File: src/hw/rtl/fta_pkg.sv
// Shared constants for the fixed-timestep accumulator.
// Field widths, register indexes, reset values and serial unit sizing.
// No dependencies.
package fta_pkg;

    localparam int TIME_W             = 64;
    localparam int DELTA_W            = 32;
    localparam int ACC_W              = 33;
    localparam int TOTAL_W            = 48;
    localparam int TICKS_W            = 8;
    localparam int DIGIT_W            = 4;
    localparam int CFG_IDX_W          = 2;
    localparam int CFG_DATA_W         = 32;
    localparam int FRACTION_BITS_DEF  = 16;

    localparam logic [CFG_IDX_W-1:0] REG_TICK_PERIOD = 2'd0;
    localparam logic [CFG_IDX_W-1:0] REG_MAX_FRAME   = 2'd1;
    localparam logic [CFG_IDX_W-1:0] REG_MAX_TICKS   = 2'd2;

    localparam logic [DELTA_W-1:0] PERIOD_RESET    = 32'd16666666;
    localparam logic [DELTA_W-1:0] MAX_FRAME_RESET = 32'd250000000;
    localparam logic [TICKS_W-1:0] MAX_TICKS_RESET = 8'd5;
    localparam logic [TICKS_W-1:0] MAX_TICKS_FLOOR = 8'd1;

endpackage

File: src/hw/rtl/fta_if.sv
// Handshake channels of the fixed-timestep accumulator: input, result, configuration.
// Depends on fta_pkg for field widths.
interface fta_in_if;
    logic                       valid;
    logic                       ready;
    logic [fta_pkg::TIME_W-1:0] now_time_ns;

    modport source (output valid, output now_time_ns, input ready);
    modport sink (input valid, input now_time_ns, output ready);
endinterface

interface fta_out_if #(
    parameter int FRACTION_BITS = fta_pkg::FRACTION_BITS_DEF
);
    logic                        valid;
    logic                        ready;
    logic [fta_pkg::TICKS_W-1:0] ticks_due;
    logic [fta_pkg::DELTA_W-1:0] frame_delta_ns;
    logic [FRACTION_BITS:0]      blend_fraction;
    logic [fta_pkg::TOTAL_W-1:0] total_ticks;

    modport source (output valid, output ticks_due, output frame_delta_ns,
                    output blend_fraction, output total_ticks, input ready);
    modport sink (input valid, input ticks_due, input frame_delta_ns,
                  input blend_fraction, input total_ticks, output ready);
endinterface

interface fta_cfg_if;
    logic                           valid;
    logic                           ready;
    logic [fta_pkg::CFG_IDX_W-1:0]  index;
    logic [fta_pkg::CFG_DATA_W-1:0] data;

    modport source (output valid, output index, output data, input ready);
    modport sink (input valid, input index, input data, output ready);
endinterface

File: src/hw/rtl/fta_delta.sv
// Digit-serial 64-bit subtractor: now minus last time, one 4-bit digit per cycle.
// Depends on fta_pkg.
module fta_delta (
    input  logic                       clk,
    input  logic                       rst_n,
    input  logic                       start,
    input  logic [fta_pkg::TIME_W-1:0] now_time,
    input  logic [fta_pkg::TIME_W-1:0] last_time,
    output logic                       done,
    output logic [fta_pkg::TIME_W-1:0] raw_delta,
    output logic                       backward
);

    localparam int NUM_DIGITS = fta_pkg::TIME_W / fta_pkg::DIGIT_W;
    localparam int CNT_W      = $clog2(NUM_DIGITS);

    logic [fta_pkg::TIME_W-1:0]  a_reg, a_next;
    logic [fta_pkg::TIME_W-1:0]  b_reg, b_next;
    logic [fta_pkg::TIME_W-1:0]  diff_reg, diff_next;
    logic                        borrow_reg, borrow_next;
    logic [CNT_W-1:0]            cnt_reg, cnt_next;
    logic                        busy_reg, busy_next;
    logic                        done_reg, done_next;
    logic [fta_pkg::DIGIT_W:0]   digit_sum;

    always_comb
    begin
        digit_sum = {1'b0, a_reg[fta_pkg::DIGIT_W-1:0]}
                  - {1'b0, b_reg[fta_pkg::DIGIT_W-1:0]}
                  - {{fta_pkg::DIGIT_W{1'b0}}, borrow_reg};
        a_next      = a_reg;
        b_next      = b_reg;
        diff_next   = diff_reg;
        borrow_next = borrow_reg;
        cnt_next    = cnt_reg;
        busy_next   = busy_reg;
        done_next   = 1'b0;
        if (start)
        begin
            a_next      = now_time;
            b_next      = last_time;
            borrow_next = 1'b0;
            cnt_next    = '0;
            busy_next   = 1'b1;
        end
        else if (busy_reg)
        begin
            a_next      = a_reg >> fta_pkg::DIGIT_W;
            b_next      = b_reg >> fta_pkg::DIGIT_W;
            diff_next   = {digit_sum[fta_pkg::DIGIT_W-1:0],
                           diff_reg[fta_pkg::TIME_W-1:fta_pkg::DIGIT_W]};
            borrow_next = digit_sum[fta_pkg::DIGIT_W];
            cnt_next    = cnt_reg + 1'b1;
            if (cnt_reg == CNT_W'(NUM_DIGITS - 1))
            begin
                busy_next = 1'b0;
                done_next = 1'b1;
            end
        end
    end

    always_ff @(posedge clk or negedge rst_n)
    begin
        if (!rst_n)
        begin
            busy_reg   <= 1'b0;
            done_reg   <= 1'b0;
            cnt_reg    <= '0;
            borrow_reg <= 1'b0;
        end
        else
        begin
            busy_reg   <= busy_next;
            done_reg   <= done_next;
            cnt_reg    <= cnt_next;
            borrow_reg <= borrow_next;
        end
    end

    always_ff @(posedge clk)
    begin
        a_reg    <= a_next;
        b_reg    <= b_next;
        diff_reg <= diff_next;
    end

    assign done      = done_reg;
    assign raw_delta = diff_reg;
    assign backward  = borrow_reg;

endmodule

File: src/hw/rtl/fta_div.sv
// Bit-serial restoring divider: accumulator by period, then fraction bits.
// Gives the whole quotient, fraction bits and the remainder after the integer part.
// Depends on fta_pkg.
module fta_div #(
    parameter int FRACTION_BITS = fta_pkg::FRACTION_BITS_DEF
) (
    input  logic                                     clk,
    input  logic                                     rst_n,
    input  logic                                     start,
    input  logic [fta_pkg::ACC_W-1:0]                dividend,
    input  logic [fta_pkg::DELTA_W-1:0]              divisor,
    output logic                                     done,
    output logic [fta_pkg::ACC_W+FRACTION_BITS-1:0]  quotient,
    output logic [fta_pkg::DELTA_W-1:0]              remainder
);

    localparam int STEPS = fta_pkg::ACC_W + FRACTION_BITS;
    localparam int CNT_W = $clog2(STEPS);

    logic [STEPS-1:0]              num_reg, num_next;
    logic [STEPS-1:0]              quo_reg, quo_next;
    logic [fta_pkg::DELTA_W-1:0]   rem_reg, rem_next;
    logic [fta_pkg::DELTA_W-1:0]   mod_reg, mod_next;
    logic [fta_pkg::DELTA_W-1:0]   div_reg, div_next;
    logic [CNT_W-1:0]              cnt_reg, cnt_next;
    logic                          busy_reg, busy_next;
    logic                          done_reg, done_next;
    logic [fta_pkg::DELTA_W:0]     trial;
    logic [fta_pkg::DELTA_W:0]     trial_sub;
    logic                          fits;
    logic [fta_pkg::DELTA_W-1:0]   rem_step;

    always_comb
    begin
        trial     = {rem_reg, num_reg[STEPS-1]};
        trial_sub = trial - {1'b0, div_reg};
        fits      = (trial >= {1'b0, div_reg});
        rem_step  = fits ? trial_sub[fta_pkg::DELTA_W-1:0] : trial[fta_pkg::DELTA_W-1:0];
        num_next  = num_reg;
        quo_next  = quo_reg;
        rem_next  = rem_reg;
        mod_next  = mod_reg;
        div_next  = div_reg;
        cnt_next  = cnt_reg;
        busy_next = busy_reg;
        done_next = 1'b0;
        if (start)
        begin
            num_next  = {dividend, {FRACTION_BITS{1'b0}}};
            quo_next  = '0;
            rem_next  = '0;
            div_next  = divisor;
            cnt_next  = '0;
            busy_next = 1'b1;
        end
        else if (busy_reg)
        begin
            num_next = num_reg << 1;
            quo_next = {quo_reg[STEPS-2:0], fits};
            rem_next = rem_step;
            cnt_next = cnt_reg + 1'b1;
            if (cnt_reg == CNT_W'(fta_pkg::ACC_W - 1))
            begin
                mod_next = rem_step;
            end
            if (cnt_reg == CNT_W'(STEPS - 1))
            begin
                busy_next = 1'b0;
                done_next = 1'b1;
            end
        end
    end

    always_ff @(posedge clk or negedge rst_n)
    begin
        if (!rst_n)
        begin
            busy_reg <= 1'b0;
            done_reg <= 1'b0;
            cnt_reg  <= '0;
        end
        else
        begin
            busy_reg <= busy_next;
            done_reg <= done_next;
            cnt_reg  <= cnt_next;
        end
    end

    always_ff @(posedge clk)
    begin
        num_reg <= num_next;
        quo_reg <= quo_next;
        rem_reg <= rem_next;
        mod_reg <= mod_next;
        div_reg <= div_next;
    end

    assign done      = done_reg;
    assign quotient  = quo_reg;
    assign remainder = mod_reg;

endmodule

File: src/hw/rtl/fixed_timestep_accumulator_core.sv
// An accepted word passes through the 4-bit serial subtractor, the divider and the output
// register in fixed mode; the first word after reset skips the subtractor, variable mode
// (tick period zero) skips the divider, and a first word in variable mode skips both.
// One word in flight: the next word is taken while a result waits in the output register,
// and a second result stalls the input.
// Reset restores the register defaults and clears the start flag, accumulator and tick total.
module fixed_timestep_accumulator_core #(
    parameter int FRACTION_BITS = fta_pkg::FRACTION_BITS_DEF
) (
    input  logic      clk,
    input  logic      rst_n,
    fta_in_if.sink    in_ch,
    fta_out_if.source out_ch,
    fta_cfg_if.sink   cfg_ch
);

    localparam int QUO_W = fta_pkg::ACC_W + FRACTION_BITS;

    localparam logic [2:0] S_IDLE  = 3'd0;
    localparam logic [2:0] S_DELTA = 3'd1;
    localparam logic [2:0] S_ACC   = 3'd2;
    localparam logic [2:0] S_DIV   = 3'd3;
    localparam logic [2:0] S_OUT   = 3'd4;

    logic [2:0]                    state_reg, state_next;
    logic [fta_pkg::DELTA_W-1:0]   period_reg;
    logic [fta_pkg::DELTA_W-1:0]   max_frame_reg;
    logic [fta_pkg::TICKS_W-1:0]   max_ticks_reg;
    logic                          started_reg, started_next;
    logic [fta_pkg::TIME_W-1:0]    last_time_reg, last_time_next;
    logic [fta_pkg::ACC_W-1:0]     acc_reg, acc_next;
    logic [fta_pkg::TOTAL_W-1:0]   total_reg, total_next;
    logic [fta_pkg::DELTA_W-1:0]   delta_reg, delta_next;
    logic [fta_pkg::TICKS_W-1:0]   ticks_reg, ticks_next;
    logic [FRACTION_BITS:0]        frac_reg, frac_next;
    logic                          out_valid_reg, out_valid_next;
    logic [fta_pkg::TICKS_W-1:0]   out_ticks_reg, out_ticks_next;
    logic [fta_pkg::DELTA_W-1:0]   out_delta_reg, out_delta_next;
    logic [FRACTION_BITS:0]        out_frac_reg, out_frac_next;
    logic [fta_pkg::TOTAL_W-1:0]   out_total_reg, out_total_next;

    logic                          in_fire;
    logic                          dlt_start, dlt_done, dlt_backward;
    logic [fta_pkg::TIME_W-1:0]    dlt_raw;
    logic                          div_start, div_done;
    logic [fta_pkg::ACC_W-1:0]     div_dividend;
    logic [QUO_W-1:0]              div_quotient;
    logic [fta_pkg::DELTA_W-1:0]   div_remainder;
    logic [fta_pkg::DELTA_W-1:0]   frame_cap;
    logic [fta_pkg::TICKS_W-1:0]   tick_cap;
    logic [fta_pkg::ACC_W-1:0]     whole;
    logic                          raw_below_cap;

    fta_delta u_delta (
        .clk       (clk),
        .rst_n     (rst_n),
        .start     (dlt_start),
        .now_time  (in_ch.now_time_ns),
        .last_time (last_time_reg),
        .done      (dlt_done),
        .raw_delta (dlt_raw),
        .backward  (dlt_backward)
    );

    fta_div #(
        .FRACTION_BITS (FRACTION_BITS)
    ) u_div (
        .clk       (clk),
        .rst_n     (rst_n),
        .start     (div_start),
        .dividend  (div_dividend),
        .divisor   (period_reg),
        .done      (div_done),
        .quotient  (div_quotient),
        .remainder (div_remainder)
    );

    assign in_ch.ready  = (state_reg == S_IDLE);
    assign in_fire      = in_ch.valid && in_ch.ready;
    assign cfg_ch.ready = 1'b1;

    assign frame_cap     = (max_frame_reg == '0) ? fta_pkg::MAX_FRAME_RESET : max_frame_reg;
    assign tick_cap      = (max_ticks_reg == '0) ? fta_pkg::MAX_TICKS_FLOOR : max_ticks_reg;
    assign raw_below_cap = (dlt_raw[fta_pkg::TIME_W-1:fta_pkg::DELTA_W] == '0)
                        && (dlt_raw[fta_pkg::DELTA_W-1:0] < frame_cap);
    assign div_dividend  = acc_reg + {1'b0, delta_reg};
    assign whole         = div_quotient[QUO_W-1:FRACTION_BITS];

    always_comb
    begin
        state_next     = state_reg;
        started_next   = started_reg;
        last_time_next = last_time_reg;
        acc_next       = acc_reg;
        total_next     = total_reg;
        delta_next     = delta_reg;
        ticks_next     = ticks_reg;
        frac_next      = frac_reg;
        out_valid_next = out_valid_reg && !out_ch.ready;
        out_ticks_next = out_ticks_reg;
        out_delta_next = out_delta_reg;
        out_frac_next  = out_frac_reg;
        out_total_next = out_total_reg;
        dlt_start      = 1'b0;
        div_start      = 1'b0;
        case (state_reg)
            S_IDLE:
            begin
                if (in_fire)
                begin
                    last_time_next = in_ch.now_time_ns;
                    started_next   = 1'b1;
                    if (started_reg)
                    begin
                        dlt_start  = 1'b1;
                        state_next = S_DELTA;
                    end
                    else
                    begin
                        delta_next = '0;
                        state_next = S_ACC;
                    end
                end
            end
            S_DELTA:
            begin
                if (dlt_done)
                begin
                    if (dlt_backward)
                    begin
                        delta_next = '0;
                    end
                    else if (raw_below_cap)
                    begin
                        delta_next = dlt_raw[fta_pkg::DELTA_W-1:0];
                    end
                    else
                    begin
                        delta_next = frame_cap;
                    end
                    state_next = S_ACC;
                end
            end
            S_ACC:
            begin
                if (period_reg == '0)
                begin
                    ticks_next = fta_pkg::TICKS_W'(1);
                    frac_next  = {1'b1, {FRACTION_BITS{1'b0}}};
                    state_next = S_OUT;
                end
                else
                begin
                    div_start  = 1'b1;
                    state_next = S_DIV;
                end
            end
            S_DIV:
            begin
                if (div_done)
                begin
                    if (whole < {{(fta_pkg::ACC_W - fta_pkg::TICKS_W){1'b0}}, tick_cap})
                    begin
                        ticks_next = whole[fta_pkg::TICKS_W-1:0];
                    end
                    else
                    begin
                        ticks_next = tick_cap;
                    end
                    acc_next   = {1'b0, div_remainder};
                    frac_next  = {1'b0, div_quotient[FRACTION_BITS-1:0]};
                    state_next = S_OUT;
                end
            end
            S_OUT:
            begin
                if (!out_valid_reg || out_ch.ready)
                begin
                    total_next     = total_reg
                                   + {{(fta_pkg::TOTAL_W - fta_pkg::TICKS_W){1'b0}}, ticks_reg};
                    out_valid_next = 1'b1;
                    out_ticks_next = ticks_reg;
                    out_delta_next = delta_reg;
                    out_frac_next  = frac_reg;
                    out_total_next = total_next;
                    state_next     = S_IDLE;
                end
            end
            default:
            begin
                state_next = S_IDLE;
            end
        endcase
    end

    always_ff @(posedge clk or negedge rst_n)
    begin
        if (!rst_n)
        begin
            state_reg     <= S_IDLE;
            period_reg    <= fta_pkg::PERIOD_RESET;
            max_frame_reg <= fta_pkg::MAX_FRAME_RESET;
            max_ticks_reg <= fta_pkg::MAX_TICKS_RESET;
            started_reg   <= 1'b0;
            last_time_reg <= '0;
            acc_reg       <= '0;
            total_reg     <= '0;
            out_valid_reg <= 1'b0;
        end
        else
        begin
            state_reg     <= state_next;
            started_reg   <= started_next;
            last_time_reg <= last_time_next;
            acc_reg       <= acc_next;
            total_reg     <= total_next;
            out_valid_reg <= out_valid_next;
            if (cfg_ch.valid && cfg_ch.ready)
            begin
                case (cfg_ch.index)
                    fta_pkg::REG_TICK_PERIOD: period_reg    <= cfg_ch.data;
                    fta_pkg::REG_MAX_FRAME:   max_frame_reg <= cfg_ch.data;
                    fta_pkg::REG_MAX_TICKS:
                        max_ticks_reg <= cfg_ch.data[fta_pkg::TICKS_W-1:0];
                    default:
                    begin
                    end
                endcase
            end
        end
    end

    always_ff @(posedge clk)
    begin
        delta_reg     <= delta_next;
        ticks_reg     <= ticks_next;
        frac_reg      <= frac_next;
        out_ticks_reg <= out_ticks_next;
        out_delta_reg <= out_delta_next;
        out_frac_reg  <= out_frac_next;
        out_total_reg <= out_total_next;
    end

    assign out_ch.valid          = out_valid_reg;
    assign out_ch.ticks_due      = out_ticks_reg;
    assign out_ch.frame_delta_ns = out_delta_reg;
    assign out_ch.blend_fraction = out_frac_reg;
    assign out_ch.total_ticks    = out_total_reg;

endmodule

File: src/flat_wrapper.sv
// flat-port wrapper written by rule: the top's interface ports become plain ports
module fixed_timestep_accumulator_core_flat 
#(
    parameter int FRACTION_BITS = fta_pkg::FRACTION_BITS_DEF
)
  (clk, rst_n, in_ch_valid, in_ch_now_time_ns, in_ch_ready, out_ch_valid, out_ch_ticks_due, out_ch_frame_delta_ns, out_ch_blend_fraction, out_ch_total_ticks, out_ch_ready, cfg_ch_valid, cfg_ch_index, cfg_ch_data, cfg_ch_ready);
  fta_in_if in_ch_i ();
  fta_out_if #(.FRACTION_BITS(FRACTION_BITS)) out_ch_i ();
  fta_cfg_if cfg_ch_i ();
  input  logic clk;
  input  logic rst_n;
  input wire logic [$bits(in_ch_i.valid)-1:0] in_ch_valid;
  input wire logic [$bits(in_ch_i.now_time_ns)-1:0] in_ch_now_time_ns;
  output wire logic [$bits(in_ch_i.ready)-1:0] in_ch_ready;
  output wire logic [$bits(out_ch_i.valid)-1:0] out_ch_valid;
  output wire logic [$bits(out_ch_i.ticks_due)-1:0] out_ch_ticks_due;
  output wire logic [$bits(out_ch_i.frame_delta_ns)-1:0] out_ch_frame_delta_ns;
  output wire logic [$bits(out_ch_i.blend_fraction)-1:0] out_ch_blend_fraction;
  output wire logic [$bits(out_ch_i.total_ticks)-1:0] out_ch_total_ticks;
  input wire logic [$bits(out_ch_i.ready)-1:0] out_ch_ready;
  input wire logic [$bits(cfg_ch_i.valid)-1:0] cfg_ch_valid;
  input wire logic [$bits(cfg_ch_i.index)-1:0] cfg_ch_index;
  input wire logic [$bits(cfg_ch_i.data)-1:0] cfg_ch_data;
  output wire logic [$bits(cfg_ch_i.ready)-1:0] cfg_ch_ready;
  assign in_ch_i.valid = in_ch_valid;
  assign in_ch_i.now_time_ns = in_ch_now_time_ns;
  assign in_ch_ready = in_ch_i.ready;
  assign out_ch_valid = out_ch_i.valid;
  assign out_ch_ticks_due = out_ch_i.ticks_due;
  assign out_ch_frame_delta_ns = out_ch_i.frame_delta_ns;
  assign out_ch_blend_fraction = out_ch_i.blend_fraction;
  assign out_ch_total_ticks = out_ch_i.total_ticks;
  assign out_ch_i.ready = out_ch_ready;
  assign cfg_ch_i.valid = cfg_ch_valid;
  assign cfg_ch_i.index = cfg_ch_index;
  assign cfg_ch_i.data = cfg_ch_data;
  assign cfg_ch_ready = cfg_ch_i.ready;
  fixed_timestep_accumulator_core #(.FRACTION_BITS(FRACTION_BITS)) u_core (.clk(clk), .rst_n(rst_n), .in_ch(in_ch_i), .out_ch(out_ch_i), .cfg_ch(cfg_ch_i));
endmodule
File: config.mk
export PLATFORM = sky130hd
export DESIGN_NAME = fixed_timestep_accumulator_core_flat
export DESIGN_NICKNAME = d
export VERILOG_FILES = /design/src/hw/rtl/fta_pkg.sv /design/src/hw/rtl/fta_if.sv /design/src/hw/rtl/fta_delta.sv /design/src/hw/rtl/fta_div.sv /design/src/hw/rtl/fixed_timestep_accumulator_core.sv /design/src/flat_wrapper.sv
export SDC_FILE = /design/constraint.sdc
export NUM_CORES = 1
export LEC_CHECK = 0
export BUFFER_PORTS_ARGS = -buffer_cell sky130_fd_sc_hd__buf_2
export CELL_PAD_IN_SITES_DETAIL_PLACEMENT = 1
export CELL_PAD_IN_SITES_GLOBAL_PLACEMENT = 1
export CORE_MARGIN = 2
export CORE_UTILIZATION = 35
export CTS_CLUSTER_DIAMETER = 120
export CTS_CLUSTER_SIZE = 12
export DETAILED_ROUTE_END_ITERATION = 8
export MAX_ROUTING_LAYER = met4
export PLACE_DENSITY_LB_ADDON = 0.1
export SLEW_MARGIN = 15
export SYNTH_ARGS = -nofsm -noshare
export SYNTH_HDL_FRONTEND = slang
export SYNTH_SLANG_ARGS = --single-unit
File: constraint.sdc
create_clock -name clk -period 6.9 [get_ports clk]
set_clock_uncertainty 0.2 [all_clocks]
set_input_delay 1.725 -clock clk [delete_from_list [all_inputs] [get_ports clk]]
set_output_delay 1.725 -clock clk [all_outputs]
set_load 0.02 [all_outputs]
# Word level (Yosys, flattened, before mapping)
# Cells that the tools add are included.
[totals] ff_bits=768 inputBits=103 out_inout_bits=108
[classes] n_addsub=7 order_cmp=3 n_eq_ne=15 muxes=54 n_bitwise=2 n_reduce_logical=27
[op_table] operator="64-bit 2-to-1 mux" n=4
[op_table] operator="32-bit 2-to-1 mux" n=7
[op_table] operator="49-bit 2-to-1 mux" n=2
[op_table] operator="32-bit logical NOT" n=3
[op_table] operator="32-bit case mux with 2 select lines" n=1
[op_table] operator="48-bit by 8-bit adder with 48-bit output" n=1
[op_table] operator="17-bit 2-to-1 mux" n=2
[op_table] operator="17-bit case mux with 2 select lines" n=1
[op_table] operator="32-bit by 32-bit adder with 33-bit output" n=1
[op_table] operator="33-bit by 32-bit greater-or-equal comparator with 1-bit output" n=1
[op_table] operator="33-bit by 8-bit less-than comparator with 1-bit output" n=1
[op_table] operator="32-bit less-than comparator" n=1
[op_table] operator="8-bit 2-to-1 mux" n=4
[op_table] operator="32-bit subtractor" n=1
[op_table] operator="1-bit 2-to-1 mux" n=21
[op_table] operator="8-bit case mux with 2 select lines" n=1
[op_table] operator="3-bit 2-to-1 mux" n=5
[op_table] operator="3-bit case mux with 5 select lines" n=1
[op_table] operator="2-bit AND reduction" n=7
[op_table] operator="6-bit equality test (second input constant)" n=2
[op_table] operator="6-bit 2-to-1 mux" n=2
[op_table] operator="8-bit logical NOT" n=1
[op_table] operator="4-bit 2-to-1 mux" n=2
[op_table] operator="2-bit != test (second input constant)" n=4
[op_table] operator="21 further kinds" n=32

# Depth between registers and ports, before layout
# Gate-level depths: netlist of run 1.
[logic_depth] depth_word=8 ltp_mapped=17

# By module
# A second synthesis of run 1 with hierarchy kept.
[hier_totals] hier_cells=2690 area_unflattened_um2=35011.1
[by_module_without_submodules] mod="fixed_timestep_accumulator_core" n_inst=1 cells_each=1427 area_each_um2=18009.8 seq_area_each_um2=10428.8
[by_module_without_submodules] mod="fta_div" n_inst=1 cells_each=878 area_each_um2=9247.6 seq_area_each_um2=4734.5
[by_module_without_submodules] mod="fta_delta" n_inst=1 cells_each=385 area_each_um2=7753.7 seq_area_each_um2=5940.7

# Worst setup path after synthesis of run 1
# Ideal clock, no wire load.
[synth_timing] kind="input-to-reg" startpoint="in out_ch_ready" endpoint="reg u_core.total_reg[27] (netlist name)" arrival_time_ns=5.747 setup_slack_ns=0.820 path_stages=6 cell_sequence="nand2b_1 -> nand3_1 -> inv_1 -> clkbuf_1 -> nand3_1 -> xnor2_1"
[synth_between] elab_chain_cells=2
[synth_rtl] element="from (decl)" line_no="flat_wrapper.sv:20" source="input wire logic [$bits(out_ch_i.ready)-1:0] out_ch_ready;"
[synth_rtl] element="1-bit logical OR" line_no="fixed_timestep_accumulator_core.sv:177" source="if (!out_valid_reg || out_ch.ready)"
[synth_rtl] element="2-bit AND reduction (no line)"
[synth_rtl] element="to (signal assigned)" line_no="fixed_timestep_accumulator_core.sv:216" source="total_reg <= total_next;"
[synth_rtl] element="to (decl)" line_no="fixed_timestep_accumulator_core.sv:32" source="logic [fta_pkg::TOTAL_W-1:0] total_reg, total_next;"
# No other way between the ends.
# A chain may end at the register's enable or synchronous reset.

# Final worst setup path of run 1
[layout_timing] startpoint="reg u_core.max_frame_reg[8] (netlist name)" endpoint="reg u_core.delta_reg[3] (netlist name) (data pin)"
[layout_between] elab_chain_cells=8
[layout_rtl] element="from (decl)" line_no="fixed_timestep_accumulator_core.sv:27" source="logic [fta_pkg::DELTA_W-1:0] max_frame_reg;"
[layout_rtl] element="from (signal assigned)" line_no="fixed_timestep_accumulator_core.sv:202" source="max_frame_reg <= fta_pkg::MAX_FRAME_RESET;"
[layout_rtl] element="from (signal assigned)" line_no="fixed_timestep_accumulator_core.sv:222" source="fta_pkg::REG_MAX_FRAME: max_frame_reg <= cfg_ch.data;"
[layout_rtl] element="32-bit logical NOT" line_no="fixed_timestep_accumulator_core.sv:82" source="assign frame_cap = (max_frame_reg == '0) ? fta_pkg::MAX_FRAME_RESET : max_frame_reg;"
[layout_rtl] element="32-bit 2-to-1 mux (*)" line_no="fixed_timestep_accumulator_core.sv:82"
[layout_rtl] element="32-bit less-than comparator" line_no="fixed_timestep_accumulator_core.sv:85" source="&& (dlt_raw[fta_pkg::DELTA_W-1:0] < frame_cap);"
[layout_rtl] element="1-bit logical AND" line_no="fixed_timestep_accumulator_core.sv:85"
[layout_rtl] element="32-bit 2-to-1 mux (*)" line_no="fixed_timestep_accumulator_core.sv:133" source="else if (raw_below_cap)"
[layout_rtl] element="32-bit 2-to-1 mux (*)" line_no="fixed_timestep_accumulator_core.sv:129" source="if (dlt_backward)"
[layout_rtl] element="32-bit 2-to-1 mux (*)" line_no="fixed_timestep_accumulator_core.sv:127" source="if (dlt_done)"
[layout_rtl] element="32-bit case mux with 2 select lines (*)" line_no="fixed_timestep_accumulator_core.sv:106" source="case (state_reg)"
[layout_rtl] element="to (signal assigned)" line_no="fixed_timestep_accumulator_core.sv:235" source="delta_reg <= delta_next;"
[layout_rtl] element="to (decl)" line_no="fixed_timestep_accumulator_core.sv:33" source="logic [fta_pkg::DELTA_W-1:0] delta_reg, delta_next;"
# Mark *: on every way between the ends. The rest lies on a longest branch, timed or not. The select of a mux whose other input is x is not followed.

==> flow_summary.ini, run 1 <==
[synth]
ys_top_cells_by_area = edfxtp_1 39%, dfrtp_1 15%, mux2_2 6.0%, nand2_1 5.6%, dfxtp_1 4.7%
synth_area_um2 = 34430
synth-seq-cells = 768
synthArstFlopShare_pct = 30.73
synth_top_area_share_pct = 39.34
yosysWarnings = 0
yosysMostFrequentCell = nand2_1
ys_seq_area_share_pct = 61.30
synth_top_area_cell = edfxtp_1
synth-edff-count = 451
ys_top_cells_by_count = 511 x nand2_1, 451 x edfxtp_1, 209 x dfrtp_1
ys_types = 79
synth_nets = 3094
ys.flop_type = edfxtp_1
synth_area_per_cell_um2 = 12.01
syn_inst = 2867

[cts]
cts-buffers-inserted = 73
cts_tree = done
clockBufferDepth = 3
post_cts_resized = 0
hold_buffers = 0
clkSlewWorstSetupHoldPaths_ns = 0.06
clock-sinks = 768
htreeDepth = 3
worstSkewPairLatency_ns = 0.64
root_buffer = clkbuf_16
cts_setup_buffers = 0

[placement]
place_area_um2 = 36860
dp_cells = 4271
gp_congestion = 0.8477
io_buffer_count = 209
hpwl_mm = 63.00

[hold_path]
whs_path_depth = 0
hold_path.class = reg2reg
hold_start = u_core.frac_reg[16]

[global_route]
grt-ovfl-total = 0
grt_pass1_vias = 23760
antenna_found_initial = 28
grt_pass1_wl_mm = 138.6
track_usage_pct = 17.98
grt_max_degree = 88

[final_layout]
drive_gt1_share_pct = 18.21
nets = 3286
final_area_um2 = 39090
n_fill_cell = 10450
syn2layout_area_growth_pct = 13.54
stdcell_count = 4435
multiInputGateArea_um2 = 12500
register_area_um2 = 21110

[drt]
wire_per_inst_um = 19.80
via_count = 21970
drt_wl_total_mm = 87.80
drc = 0
drtPass1Iterations = 6
ant_nets = 0
vias_per_cell = 4.953
drt-initial-drc-count = 1013

[sta]
timing.slew.headroom_pct = 23.63
fmax_mhz = 207.8
fin_tns_setup_ns = 0
rsz0062_at_grt = no
finalMaxSlewViolations = 0
hold_viol_final = 0
min_period_over_period_pct = 69.74
finalSetupViolations = 0
layout_min_cycle_time_ns = 4.812
worstMarginPinSlew_ns = 1.141

[die]
initial_utilization_pct = 35.14
core_region_area_um2 = 97990
die-area_um2 = 100900
num_rows = 115
die_x_um = 317.6
io_pins = 211
die_h_um = 317.6

[pwr]
leakage_nw = 16.79
p_clk_share_pct = 41.7
intPower_mw = 7.139
switchingPower_mw = 1.998
seqPwrFrac_pct = 54.8
vdd_ir_drop_max_v = 0.0001576
p_sw_share_pct = 21.86
power_density_nw_per_um2 = 233.7
combPwrFrac_pct = 3.5

[worst_setup_path]
critPathCaptureType = flop
cp.arrival_ns = 4.99
ff2ff_path_depth = 15
required_ns = 7.08
startpoint_type = flop
worst-setup-path-type = reg2reg
r2r_start = u_core.max_frame_reg[8]
crit_start = u_core.max_frame_reg[8]
cp_max_fo = 45

[run]
cap_viol_max_count = 0

[run_status]
status = finished, final reports clean
==> placed cells by master, fill, tap and decap left out, drive strengths merged, types with 15 or more instances in the layout <==
cell type / instances
a211oi: 26
a21o: 35
a21oi: 76
and2: 16
and3: 43
buf: 236
clkbuf: 131
dfrtp: 209
dfstp: 27
dfxtp: 81
diode: 28
edfxtp: 451
ha: 119
inv: 98
mux2: 185
mux2i: 78
nand2: 512
nand2b: 17
nand3: 57
nand4: 30
nor2: 204
nor3: 30
nor4: 37
o21a: 27
o21ai: 82
or2: 15
xnor2: 97
xor2: 53
==> power by group through the flow <==
stage | combinational [mW] | sequential (mW) | clock [mW]
global placement | 0.314 | 5.09 | 0
global route | 0.363 | 5.02 | 4.15
finish | 0.319 | 5.01 | 3.81
CTS | 0.327 | 5.01 | 3.98
floorplan | 0.192 | 5.07 | 0
detailed placement | 0.324 | 5.10 | 0
==> worst paths after layout <==
kind                                                    endpoint  slack, ns
worst min register to register  u_core.out_ch.blend_fraction[16]       0.22
worst max-delay path                         u_core.delta_reg[3]       2.09
max in group asynchronous                     u_core.acc_reg[30]       4.34
worst max register to register               u_core.delta_reg[3]       2.09
min in group asynchronous               u_core.last_time_reg[35]       0.83
worst min-delay path            u_core.out_ch.blend_fraction[16]       0.22
==> metal layers <==
metal,up-vias,global-route usage [%],routed length [um]
met1,10950,22.87,40430
met3,128,4.592,5020
li1,10570,-,-
met5,-,-,0
met4,0,5.704,2210
met2,321,28.13,40140
==> cell families after synthesis <==
family          share of synthesized area [%]
other cells                           0.01089
xor+xnor                                3.816
mux                                     8.351
simple gates                            12.83
compound gates                          6.549
fa+ha+maj                               4.615
flops                                   61.30
buf+inv                                 2.529
==> cell type report <==
type,instances,share of cell area (%)
Tap cell,1287,4.119
Clock buffer,131,5.339
Timing Repair Buffer,236,3.252
Multi-Input combinational cell,1881,31.97
Clock inverter,5,0.1888
Inverter,99,0.9602
Antenna cell,28,0.1792
Sequential cell,768,54.00
==> worst max-delay path, stage by stage (launching register included) <==
cell      delay (ns)
dfrtp_1         0.40
nor4_1          0.42
nand4_1         0.28
nor2_1          0.93
nor2_1          0.15
ha_1            0.35
a21o_1          0.18
a21o_1          0.18
a21o_1          0.18
a211oi_1        0.22
o21ai_0         0.11
a21oi_1         0.18
nand3_2         0.08
buf_4           0.33
mux2i_1         0.27
nor2_1          0.06
==> metrics by stage <==
stage	power [mW]	util (%)	hold slack, ns	setup WS [ns]
2_1_floorplan	5.264	-	0.2003	0.8204
3_3_place_gp	5.409	37.62	0.2057	2.078
3_5_place_dp	5.427	37.62	0.2063	2.101
4_1_cts	9.315	39.82	0.2191	2.081
5_1_grt	9.531	39.89	0.2245	1.731
6_report	9.137	39.89	0.2202	2.088
Note: power is estimated with default switching activity, not from simulation.
==> inputs of run 2 (changes only) <==
ABC_AREA = 1   (was unset)
clock period = 4.7 ns   (was 6.9 ns; I/O delays follow)
==> flow_summary.ini, run 2 <==
[synth]
ys.flop_type = edfxtp_1
synthArstFlopShare_pct = 30.73
ys_top_cells_by_area = edfxtp_1 37%, dfrtp_1 14%, nand2_1 12%, inv_1 5.1%, o21ai_0 4.7%
synth-seq-cells = 768
ys_top_cells_by_count = 1170 x nand2_1, 492 x inv_1, 451 x edfxtp_1
synth_top_area_share_pct = 37.24
ys_types = 51
yosysMostFrequentCell = nand2_1
synth_area_um2 = 36370
syn_inst = 3941
synth_area_per_cell_um2 = 9.228
synth_top_area_cell = edfxtp_1
synth-edff-count = 451
synth_nets = 4168
ys_seq_area_share_pct = 58.03
yosysWarnings = 0

[die]
die_x_um = 326.3
die_h_um = 326.3
io_pins = 211
die-area_um2 = 106500
num_rows = 118
core_region_area_um2 = 103300
initial_utilization_pct = 35.19

[sta]
fmax_mhz = 255.6
worstMarginPinSlew_ns = 1.092
layout_min_cycle_time_ns = 3.913
timing.slew.headroom_pct = 27.11
finalMaxSlewViolations = 0
hold_viol_final = 0
fin_tns_setup_ns = 0
min_period_over_period_pct = 83.26
rsz0062_at_grt = no
finalSetupViolations = 0

[pwr]
seqPwrFrac_pct = 43.9
power.total_mw = 26.13
p_clk_share_pct = 21.7
combPwrFrac_pct = 34.4
switchingPower_mw = 10.05
vdd_ir_drop_max_v = 0.0002743
intPower_mw = 16.08
leakage_nw = 18.55
power_density_nw_per_um2 = 633.6
p_sw_share_pct = 38.46

[global_route]
busiest_layer = met2
grt-ovfl-total = 0
track_usage_pct = 20.63
grt_use_met3_pct = 3.364
grt_max_degree = 146
grt_pass1_vias = 27610
grtUsageMet1_pct = 28.57
met2_usage_pct = 31.75
antenna_found_initial = 5
grt_pass1_wl_mm = 165.5

[worst_setup_path]
crit_path_frequent_cell = nand2_1
startpoint_type = flop
required_ns = 4.89
critPathCaptureType = flop
ff2ff_path_depth = 17
rrSetupSlack_ns = 0.79
cp_max_fo = 22
r2r-end = u_core.delta_reg[10]
cp.arrival_ns = 4.10
worst-setup-path-type = reg2reg
max_stage_delay_ns = 0.48
critPathBufInv = 3
path_delay_family = simple AND/OR/NAND/NOR gates
critPathSlowestCell = or2_2
r2r_start = u_core.max_frame_reg[1]
crit_chain = nor4_1, nand4_1, or2_2, nand2_1, inv_1, ha_1, nand2_1, inv_1, o21ai_0, nand2_1, nor2_1, nand2_1, nand2_2, buf_4, nand3b_1, nand2_1, nor2_1

[run]
cap_viol_max_count = 0

[cts]
cts-buffers-inserted = 74
clockBufferDepth = 3
worstSkewPairLatency_ns = 0.64
clkSlewWorstSetupHoldPaths_ns = 0.06
root_buffer = clkbuf_16
hold_buffers = 0
post_cts_resized = 0
cts_setup_buffers = 0
htreeDepth = 3
clock-sinks = 768
cts_tree = done

[final_layout]
nets = 4367
final_common_cell = nand2_1
drive_gt1_share_pct = 10.66
final_cell_mix = 1167 x nand2_1, 489 x inv_1, 451 x edfxtp_1
n_fill_cell = 12060
register_area_um2 = 21100
syn2layout_area_growth_pct = 13.40
multiInputGateArea_um2 = 12930

[hold_path]
whs_path_depth = 0
hold_path.class = reg2reg
hold-path-endpoint = u_core.out_ch.blend_fraction[5]
hold_start = u_core.frac_reg[5]

[placement]
io_buffer_count = 209
hpwl_mm = 78.68
gp_congestion = 0.8856

[drt]
drtPass1Iterations = 7
via_count = 26740
ant_nets = 0
drc = 0
drt_wl_total_mm = 106.1
wire_per_inst_um = 19.00
vias_per_cell = 4.785
drt-initial-drc-count = 1508

[run_status]
status = finished, final reports clean
run 2: cell type report:
type / count / area share (%)
diodes: 5 / 0.03034
clock buffers: 131 / 5.112
clock inverters: 7 / 0.1851
inverters: 497 / 4.548
multi-input cells: 2555 / 31.36
flip-flops and latches: 768 / 51.17
well taps: 1380 / 4.187
repair buffers: 244 / 3.410
run 2: power by group through the flow:
stage	clock network, mW	logic (mW)	registers [mW]
detailed placement	0	9.11	11.6
CTS	5.90	9.16	11.5
global route	6.13	10.3	11.7
global placement	0	9.00	11.6
floorplan	0	6.15	11.2
finish	5.68	8.98	11.5
run 2: logic make-up (layout without fill, tap and decap cells):
family | Yosys count | count (layout) | share of synthesized area (%)
muxes | 31 | 31 | 0.9599
adders and majority gates | 124 | 124 | 4.369
xor gates and xnor gates | 77 | 77 | 1.854
AOI/OAI and AO/OA | 522 | 522 | 7.387
buffers and inverters | 618 | 879 | 6.561
DFF | 768 | 768 | 58.03
and+or+nand+nor | 1800 | 1800 | 20.83
other | 1 | 6 | 0.01031
run 2: metrics by stage:
step / hold slack (ns) / instances / util, % / setup WS (ns) / cell area, um^2
floorplan: 0.2003 / 3941 / - / 0.7153 / 36380
global placement: 0.2022 / 5443 / 37.76 / 0.7961 / 39020
detailed placement: 0.2056 / 5443 / 37.76 / 0.7664 / 39020
CTS: 0.2201 / 5581 / 39.87 / 0.7482 / 41210
global route: 0.2247 / 5587 / 39.91 / 0.3514 / 41240
finish: 0.2184 / 5587 / 39.91 / 0.7869 / 41240
run 2: layer usage:
metal | vias to the layer above | wire (um)
li1 | 13260 | -
met2 | 362 | 47560
met1 | 12990 | 52420
met4 | 0 | 2115
met5 | - | 0
met3 | 129 | 4035
run 2: how the worst max path moves through the flow:
stage                                  start                      end  slack (ns)  depth (start not counted)
floorplan                        in_ch_valid  u_core.u_delta.a_reg[0]        0.72                          7
global placement     u_core.max_frame_reg[1]      u_core.delta_reg[9]        0.80                         17
detailed placement  u_core.max_frame_reg[16]     u_core.delta_reg[11]        0.77                         17
CTS                  u_core.max_frame_reg[1]     u_core.delta_reg[10]        0.75                         17
global route         u_core.max_frame_reg[1]      u_core.delta_reg[8]        0.35                         17
finish               u_core.max_frame_reg[1]     u_core.delta_reg[10]        0.79                         17
==> inputs of run 3 (changes only) <==
clock period = 3.18 ns   (was 4.7 ns; I/O delays follow)
==> flow_summary.ini, run 3 (synthesis results as in run 2) <==
[run_status]
status = finished, violations left
violations = negative setup slack

[sta]
fmax_mhz = 302.8
layout_min_cycle_time_ns = 3.303
min_period_over_period_pct = 103.9
finalSetupViolations = 32
rsz0062_at_grt = yes
timing.slew.headroom_pct = 52.77
hold_viol_final = 0
worst_slack_ns = -0.1230
finalMaxSlewViolations = 0
worstMarginPinSlew_ns = 0.7085

[pwr]
intPower_mw = 24.24
switchingPower_mw = 15.13
p_clk_share_pct = 21.4
p_sw_share_pct = 38.43
seqPwrFrac_pct = 43.1
leakage_nw = 19.20
vdd_ir_drop_max_v = 0.0004023
power_density_nw_per_um2 = 919.5
combPwrFrac_pct = 35.6
power.total_mw = 39.37

[global_route]
grtUsageMet1_pct = 27.70
track_usage_pct = 20.79
busiest_layer = met2
met2_usage_pct = 32.98
grt_use_met3_pct = 3.735
grt_max_degree = 129
grt_pass1_wl_mm = 166.6
grt-ovfl-total = 0
grt_pass1_vias = 28050
antenna_found_initial = 17

[cts]
cts_tree = done
cts-buffers-inserted = 74
clock-sinks = 768
htreeDepth = 3
clkSlewWorstSetupHoldPaths_ns = 0.07
root_buffer = clkbuf_16
clockBufferDepth = 3
worstSkewPairLatency_ns = 0.65

[run]
cap_viol_max_count = 0

[drt]
drtPass1Iterations = 5
ant_nets = 0
drt-initial-drc-count = 1706
vias_per_cell = 4.796
drc = 0
via_count = 27330
drt_wl_total_mm = 109.4
wire_per_inst_um = 19.20

[die]
initial_utilization_pct = 35.19
io_pins = 211
num_rows = 118
die_h_um = 326.3
die-area_um2 = 106500
core_region_area_um2 = 103300
die_x_um = 326.3

[final_layout]
drive_gt1_share_pct = 14.51
syn2layout_area_growth_pct = 17.74
final_common_cell = nand2_1
final_cell_mix = 1153 x nand2_1, 485 x inv_1, 451 x edfxtp_1
nets = 4465
stdcell_count = 5698
register_area_um2 = 21100
n_fill_cell = 12000
multiInputGateArea_um2 = 13400

[worst_setup_path]
required_ns = 3.38
critPathCaptureType = flop
critPathSlowestCell = dfrtp_1
cp_max_fo = 8
rrSetupSlack_ns = -0.12
startpoint_type = flop
crit_chain = nor4_2, nand4_1, or2_4, nand2_2, inv_2, ha_4, nand2_4, inv_2, nand4_1, nor2_4, buf_12, nand2_8, clkbuf_16, a21oi_2, nor2_1
max_stage_delay_ns = 0.40
worst-setup-path-type = reg2reg
cp.arrival_ns = 3.51

[hold_path]
hold_path.class = in2reg

[placement]
dp_cells = 5516
gp_congestion = 0.8845
hpwl_mm = 80.06
io_buffer_count = 209
==> run 3: per-stage QoR <==
step | hold slack (ns) | setup WS [ns] | area [um^2] | TNS (ns) | util (%)
2_1_floorplan | 0.2003 | -0.01299 | 36380 | -0.3601 | -
3_3_place_gp | 0.2050 | -0.1757 | 39750 | -5.274 | 38.46
3_5_place_dp | 0.2052 | -0.2738 | 39750 | -7.812 | 38.46
4_1_cts | 0.1249 | -0.02958 | 42160 | -0.1686 | 40.79
5_1_grt | 0.1637 | -0.2782 | 42820 | -7.033 | 41.43
6_report | 0.1738 | -0.1230 | 42820 | -2.476 | 41.43
==> run 3: per-layer routing <==
layer / share of wire, % / wire length, um
met5: 0 / 0
met4: 2.0 / 2237
met3: 4.0 / 4354
met2: 47 / 51190
met1: 47 / 51630
==> run 3: cell type report <==
cell class                 count  area share [%]
sequential                   768           49.29
multi-input combinational   2557           31.29
timing repair buffer         340           5.786
clock buffer                 131           4.924
inverter                     497           4.389
tap                         1380           4.032
clock inverter                 7          0.1870
antenna                       18          0.1052
==> run 3: path summary, 6_finish.rpt <==
kind	startpoint	endpoint	depth (start not counted)
max in group asynchronous	rst_n	u_core.max_ticks_reg[0]	3
worst min register to register	u_core.frac_reg[12]	u_core.out_ch.blend_fraction[12]	0
min in group asynchronous	rst_n	u_core.last_time_reg[33]	2
worst max register to register	u_core.max_frame_reg[2]	u_core.delta_reg[7]	15
worst min-delay path	in_ch_now_time_ns[53]	u_core.last_time_reg[53]	3
worst max-delay path	u_core.max_frame_reg[2]	u_core.delta_reg[7]	15
==> run 3: timing repair <==
action	in CTS	in global routing
hold buffers	1	0
endpoints found under the hold margin	38	0
gates resized for setup	33	74
pin swaps	7	28
cloned	2	13
setup buffers	6	7
setup endpoints to repair	32	32
==> run 3: worst max-delay path: cells and delay by family, from the launching register on <==
family	cells	cell delay, ns
compound gates	1	0.15
fa+ha+maj	1	0.26
buf+inv	4	0.42
flops	1	0.40
simple gates	9	1.63
==> run 3: power by group through the flow <==
stage | Clock (mW) | Combinational, mW | Sequential [mW]
after global placement | 0 | 13.7 | 17.0
after floorplan | 0 | 9.11 | 16.5
after CTS | 8.73 | 14.1 | 17.0
after global routing | 9.06 | 16.0 | 17.3
after detailed placement | 0 | 13.9 | 17.1
final | 8.41 | 14.0 | 17.0
